==> config.mk <==
export PLATFORM = sky130hd
export DESIGN_NAME = fbpb_div_chain
export DESIGN_NICKNAME = d
export VERILOG_FILES = /design/src/sv/fbpb_div_cell.sv /design/src/sv/fbpb_div_chain.sv
export SDC_FILE = /design/constraint.sdc
export NUM_CORES = 2
export LEC_CHECK = 0
export BUFFER_PORTS_ARGS = -buffer_cell sky130_fd_sc_hd__buf_2
export CAP_MARGIN = 20
export CORE_MARGIN = 1.5
export CORE_UTILIZATION = 55
export DETAILED_ROUTE_END_ITERATION = 8
export HOLD_SLACK_MARGIN = 0.03
export PLACE_DENSITY_LB_ADDON = 0.25
export SLEW_MARGIN = 10
export SYNTH_ARGS = -nofsm -noshare
export SYNTH_HDL_FRONTEND = slang
export SYNTH_SLANG_ARGS = --single-unit
==> constraint.sdc <==
create_clock -name clk -period 4.2 [get_ports clk]
set_clock_uncertainty 0.05 [all_clocks]
set_input_delay 0 -clock clk [delete_from_list [all_inputs] [get_ports clk]]
set_output_delay 0 -clock clk [all_outputs]
set_load 0.01 [all_outputs]
==> src/sv/fbpb_div_cell.sv <==
// ----------------------------------------------------------------------------
// fbpb_div_cell
// One restoring division step: one quotient bit, registered.
// ----------------------------------------------------------------------------
module fbpb_div_cell #(
    parameter int NW = 22,
    parameter int DW = 16,
    parameter int PW = 8
) (
    input  logic             clk,
    input  logic             rst_n,
    input  logic             adv,
    input  logic             in_valid,
    input  logic [DW+NW-1:0] in_acc,
    input  logic [DW-1:0]    in_div,
    input  logic [PW-1:0]    in_pay,
    output logic             out_valid,
    output logic [DW+NW-1:0] out_acc,
    output logic [DW-1:0]    out_div,
    output logic [PW-1:0]    out_pay
);

    logic [DW:0]      trial;
    logic [DW:0]      diff;
    logic [DW+NW-1:0] acc_next;
    logic             valid_reg;
    logic [DW+NW-1:0] acc_reg;
    logic [DW-1:0]    div_reg;
    logic [PW-1:0]    pay_reg;

    // top part holds the partial remainder, low part dividend then quotient
    assign trial = in_acc[DW+NW-1:NW-1];
    assign diff  = trial - {1'b0, in_div};

    always_comb
    begin
        if (trial >= {1'b0, in_div})
            acc_next = {diff[DW-1:0], in_acc[NW-2:0], 1'b1};
        else
            acc_next = {in_acc[DW+NW-2:0], 1'b0};
    end

    always_ff @(posedge clk or negedge rst_n)
    begin
        if (!rst_n)
            valid_reg <= 1'b0;
        else if (adv)
            valid_reg <= in_valid;
    end

    always_ff @(posedge clk)
    begin
        if (adv)
        begin
            acc_reg <= acc_next;
            div_reg <= in_div;
            pay_reg <= in_pay;
        end
    end

    assign out_valid = valid_reg;
    assign out_acc   = acc_reg;
    assign out_div   = div_reg;
    assign out_pay   = pay_reg;

endmodule

==> src/sv/fbpb_div_chain.sv <==
// ----------------------------------------------------------------------------
// fbpb_div_chain
// Row of division cells, one per quotient bit, with side data alongside.
// ----------------------------------------------------------------------------
module fbpb_div_chain #(
    parameter int NW = 22,
    parameter int DW = 16,
    parameter int PW = 8
) (
    input  logic          clk,
    input  logic          rst_n,
    input  logic          adv,
    input  logic          in_valid,
    input  logic [NW-1:0] in_num,
    input  logic [DW-1:0] in_div,
    input  logic [PW-1:0] in_pay,
    output logic          out_valid,
    output logic [NW-1:0] out_quot,
    output logic [PW-1:0] out_pay
);

    logic             v   [NW+1];
    logic [DW+NW-1:0] acc [NW+1];
    logic [DW-1:0]    dv  [NW+1];
    logic [PW-1:0]    pay [NW+1];

    assign v[0]   = in_valid;
    assign acc[0] = {{DW{1'b0}}, in_num};
    assign dv[0]  = in_div;
    assign pay[0] = in_pay;

    for (genvar i = 0; i < NW; i++)
    begin : g_cell
        fbpb_div_cell #(.NW(NW), .DW(DW), .PW(PW)) u_cell (
            .clk       (clk),
            .rst_n     (rst_n),
            .adv       (adv),
            .in_valid  (v[i]),
            .in_acc    (acc[i]),
            .in_div    (dv[i]),
            .in_pay    (pay[i]),
            .out_valid (v[i+1]),
            .out_acc   (acc[i+1]),
            .out_div   (dv[i+1]),
            .out_pay   (pay[i+1])
        );
    end

    assign out_valid = v[NW];
    assign out_quot  = acc[NW][NW-1:0];
    assign out_pay   = pay[NW];

endmodule

Yosys cells after proc, flatten, opt, wreduce, memory -nomap -nowiden
Index checks and enable logic that the tools add are counted.
{"block": "word_totals", "register_bits": 1354}
{"block": "classes", "muxes": 22, "magnitude_cmp": 22, "add_sub_neg": 21}
{"op": "$mux 38", "count": 20}
{"op": "$ge 17x16->1", "count": 21}
{"op": "$sub 16x16->16", "count": 20}
{"op": "$mux 23", "count": 1}
{"op": "$ge 1x16->1", "count": 1}
{"op": "$sub 1x16->16", "count": 1}
{"op": "$mux 1", "count": 1}

Logic depth before layout (Yosys ltp)
{"block": "depth", "ltp_word": 2, "ltp_mapped": 12, "depth_no_buf": 11}

Hierarchy
From an unflattened synthesis, not the netlist that was laid out.
{"block": "hier_totals", "hier_cells": 4844, "area_unflattened_um2": 67726.2}
{"module": "fbpb_div_cell at g_cell[12].u_cell ...", "area_each_um2": 3062.9, "cells_each": 220, "seq_area_each_um2": 1886.8, "n_inst": 15}
{"module": "fbpb_div_cell at g_cell[0].u_cell ...", "area_each_um2": 3128.0, "cells_each": 221, "seq_area_each_um2": 1886.8, "n_inst": 6}
{"module": "fbpb_div_cell at g_cell[18].u_cell", "area_each_um2": 3010.4, "cells_each": 217, "seq_area_each_um2": 1886.8, "n_inst": 1}
{"module": "fbpb_div_chain", "area_each_um2": 3.8, "cells_each": 1, "seq_area_each_um2": 0.0, "n_inst": 1}

Least setup slack after synthesis
No wires, ideal clock.
{"block": "synth_path", "path_type": "register -> register", "start": "register g_cell[10].u_cell.acc_reg[27]", "end": "register g_cell[11].u_cell.acc_reg[31] (data pin)", "period_less_slack_ns": 2.915, "arrival_time_ns": 2.603, "path_stages_with_launch": 11, "required_ns": 3.888, "n_path_buf": 1, "path_slack_ns": 1.285, "path_cell_list": "edfxtp_1 -> ha_1 -> a21o_1 -> a221oi_1 -> a21bo_2 -> a211o_1 -> nand2_1 -> a21oi_1 -> o32ai_4 -> buf_6 -> mux2_1"}
{"block": "synth_between", "elab_chain_cells": 2, "word_cells_on_any_way": 3, "cone_classes": "add/sub: 1; order compare: 1; mux: 1"}
{"element": "start: declaration", "line": "fbpb_div_cell.sv:27", "rtl": "logic [DW+NW-1:0] acc_reg;"}
{"element": "start signal: assignment", "line": "fbpb_div_cell.sv:55", "rtl": "acc_reg <= acc_next;"}
{"element": "$sub 16x16->16 or $ge 17x16->1 (tied branches)", "line": "fbpb_div_cell.sv:33, fbpb_div_cell.sv:37"}
{"element": "$mux 38 (*)", "line": "fbpb_div_cell.sv:37", "rtl": "if (trial >= {1'b0, in_div})"}
{"element": "named net g_cell[11].u_cell.acc_next[31]", "line": "fbpb_div_cell.sv:25", "rtl": "logic [DW+NW-1:0] acc_next;"}
{"element": "end signal: assignment", "line": "fbpb_div_cell.sv:55"}
{"element": "end: declaration", "line": "fbpb_div_cell.sv:27"}
The timed path passes the listed nets; every way through them passes the cells marked *.
A chain may end at the register's enable or synchronous reset.

Final worst setup path
{"block": "layout_path", "start": "register g_cell[17].u_cell.div_reg[1]", "end": "register g_cell[18].u_cell.acc_reg[32] (data pin)"}
{"block": "layout_between", "elab_chain_cells": 2, "word_cells_on_any_way": 3, "cone_classes": "add/sub: 1; order compare: 1; mux: 1"}
{"element": "start: declaration", "line": "fbpb_div_cell.sv:28", "rtl": "logic [DW-1:0] div_reg;"}
{"element": "start signal: assignment", "line": "fbpb_div_cell.sv:56", "rtl": "div_reg <= in_div;"}
{"element": "$sub 16x16->16 or $ge 17x16->1 (tied branches)", "line": "fbpb_div_cell.sv:33, fbpb_div_cell.sv:37"}
{"element": "$mux 38 (*)", "line": "fbpb_div_cell.sv:37"}
{"element": "named net g_cell[18].u_cell.acc_next[32]", "line": "fbpb_div_cell.sv:25"}
{"element": "end signal: assignment", "line": "fbpb_div_cell.sv:55"}
{"element": "end: declaration", "line": "fbpb_div_cell.sv:27"}
Marks and branches as above.

==> reports/summary.txt <==
Via Count: 32900
Synth Net Count: 4584
Max-cap violations: 0
worst-margin pin slew: 1.10 ns
register area share after synthesis: 66.3%
starting density of the core: 55.3%
Initial DRC Count: 2065
Final GP Congestion: 0.914
outcome: finished clean
die area: 113000 µm²
Routed WL: 102000 µm
Tcrit/Tclk final: 81.9%
CTS tree: done
nets: 4894
drt wl/cell: 16.8 µm
min Tclk post-route: 3.44 ns
Peak VDD IR: 0.414 mV
Syn-to-layout area delta: 13.2%
I/O pin total: 81
fraction of registers with async set/reset: 1.62%
R2R Path End: g_cell[18].u_cell.out_acc[32]
r2r setup slk: 0.76 ns
Final Util: 62.6%
share of the synthesized area in the top cell type: 65.4%
first-pass GRT wire length: 167000 µm
most frequent cell after synthesis: edfxtp_1
die span in x: 336 µm
DRC errors left: 0
Setup-failing EPs final: 0
Num CTS Buffers: 145
Post-synth EDFFs: 1332
Pleak: 27.0 nW
critical path startpoint category: flip-flop
Die Y: 336 µm
relative slew slack: 26.7%
unrepaired setup endpoints after global routing: no
Clock Latency Late Sink: 0.75 ns
pwr/cell area: 703 nW/µm²
distinct cell type count of the synthesized netlist: 90
Root Buffer: clkbuf_16
total gr overflow: 0
post-synth top area cell: edfxtp_1
antenna violations before repair: 0
maximum clock insertion buffer count: 3
HP Class: primary input to flip-flop
number of global-route vias before repair: 33000
first-pass iteration count of the detailed router: 5
Avg Cell Area, Syn: 14.6 µm²
CP required: 4.64 ns
Highest Clock Rate: 291 MHz
gr usage total: 18.4%
largest net degree at the start of global routing: 158
crit end category: flip-flop
vias per cell: 5.40
Slew Viols, Final: 0
clk sinks: 1354
Antenna Diode Count: 0
WP data arrival: 3.87 ns
final hold vios: 0
FF-to-FF path depth: 10
Netlist Area Pre-Place: 61200 µm²
Power Total: 48.7 mW
setup TNS: 0 ns
I/O Buffers: 80
DP Wirelength: 70200 µm
share of layout cells above drive strength 1: 13.9%
synth top area cells: edfxtp_1 65%, ha_1 6.9%, mux2_2 4.2%
top fanout value on the critical path: 16
kind of critical path: flip-flop to flip-flop
hold endpoint: g_cell[0].u_cell.out_acc[0]
H-Tree Depth: 4
register bit count reported by yosys: 1354
Post-Syn Instances: 4176
Synth Flop Type: edfxtp_1
Worst Hold Depth: 3
reg2reg start: g_cell[17].u_cell.out_div[1]
core area: 111000 µm²
Worst-path clk slew: 0.06 ns
HP Start: in_div[15]
Cell Rows: 122
Routed Antenna Nets: 0
Ys Warns: 0
Synth top cells by count: 1332 x edfxtp_1, 427 x inv_1, 338 x ha_1
post_cts resized: 0
==> routing by layer <==
layer | share of wire, % | routed length [µm] | global-route usage [%] | vias up
met5 | 0 | 0 | 0 | -
met4 | 3.0 | 3020 | 6.84 | 0
met3 | 3.7 | 3780 | 3.21 | 202
met2 | 50 | 51300 | 31.9 | 560
met1 | 43 | 44100 | 23.1 | 15800
li1 | - | - | - | 16300
==> logic make-up after synthesis <==
kind of cell / synth area share, %
adder cells (fa/ha/maj): 7.57
AND/OR/NAND/NOR: 5.75
AO/OA/AOI/OAI: 8.13
XOR/XNOR: 3.11
multiplexers: 5.88
flip-flops: 66.3
buffers and inverters: 3.27
==> report_power, final <==
part | internal, mW | leakage (nW) | total [mW] | switching, mW
sequential | 18.4 | 13.3 | 19.7 | 1.26
clock | 7.35 | 2.28 | 12.5 | 5.11
combinational | 8.13 | 11.4 | 16.5 | 8.41
==> how the worst max path moves through the flow <==
stage,startpoint,end,slack [ns],cells past startpoint
final,g_cell[17].u_cell.out_div[1],g_cell[18].u_cell.out_acc[32],0.76,10
after global routing,g_cell[17].u_cell.out_div[1],g_cell[18].u_cell.out_acc[26],0.55,10
after CTS,g_cell[17].u_cell.out_div[1],g_cell[18].u_cell.out_acc[32],0.73,10
after detailed placement,g_cell[17].u_cell.out_div[1],g_cell[18].u_cell.out_acc[32],0.77,10
after global placement,g_cell[2].u_cell.out_div[1],g_cell[3].u_cell.out_acc[24],0.83,10
after floorplan,g_cell[10].u_cell.out_acc[27],g_cell[11].u_cell.out_acc[31],1.29,10
==> critical path, stage by stage (launching register included) <==
cell	delay [ns]
edfxtp_1	0.44
inv_1	0.07
ha_1	0.31
nor2b_1	0.14
o21ai_0	0.23
a21boi_1	0.16
o21ai_1	0.33
o21ai_2	0.18
a31oi_1	0.21
a22o_1	0.64
mux2_2	0.41
==> registers in the layout, indices dropped and copies added (netlist names) <==
register,count
g_cell.u_cell.out_acc,820
g_cell.u_cell.out_div,336
g_cell.u_cell.out_pay,176
g_cell.u_cell.out_valid,22
==> cell type report <==
cell class / count / area [µm²]
repair buffers: 220 / 1830
flip-flops and latches: 1354 / 40500
clock inverters: 80 / 903
multi-input cells: 2337 / 18600
inverters: 428 / 1610
well taps: 1488 / 1860
clock buffers: 179 / 3840
fillers: 8248 / 41300
==> what timing repair did <==
action | in CTS | in global routing
setup buffers | 0 | 0
endpoints found under the setup margin | 0 | 0
endpoints found under the hold margin | 230 | 0
hold buffers | 96 | 0
==> stage by stage <==
step | std cells | worst slack (ns) | instance area (µm²) | hold WS, ns
4_1_cts | 6085 | 0.727 | 69200 | 0.0311
3_5_place_dp | 5730 | 0.771 | 63500 | -0.0626
5_1_grt | 6086 | 0.550 | 69200 | 0.0828
2_1_floorplan | 4176 | 1.29 | 61200 | -0.346
3_3_place_gp | 5729 | 0.826 | 63500 | -0.0684
6_report | 6086 | 0.762 | 69200 | 0.107
==> cell usage in the layout (no fill, tap or decap), types with 142 or more instances in the layout <==
cell type / instances
mux2_2: 228
a21oi_1: 177
o21ai_0: 142
nand2_1: 143
clkbuf_16: 148
edfxtp_1: 1332
nor2_1: 206
xnor2_1: 154
ha_1: 338
inv_1: 427
(Power assumes the default switching activity.)
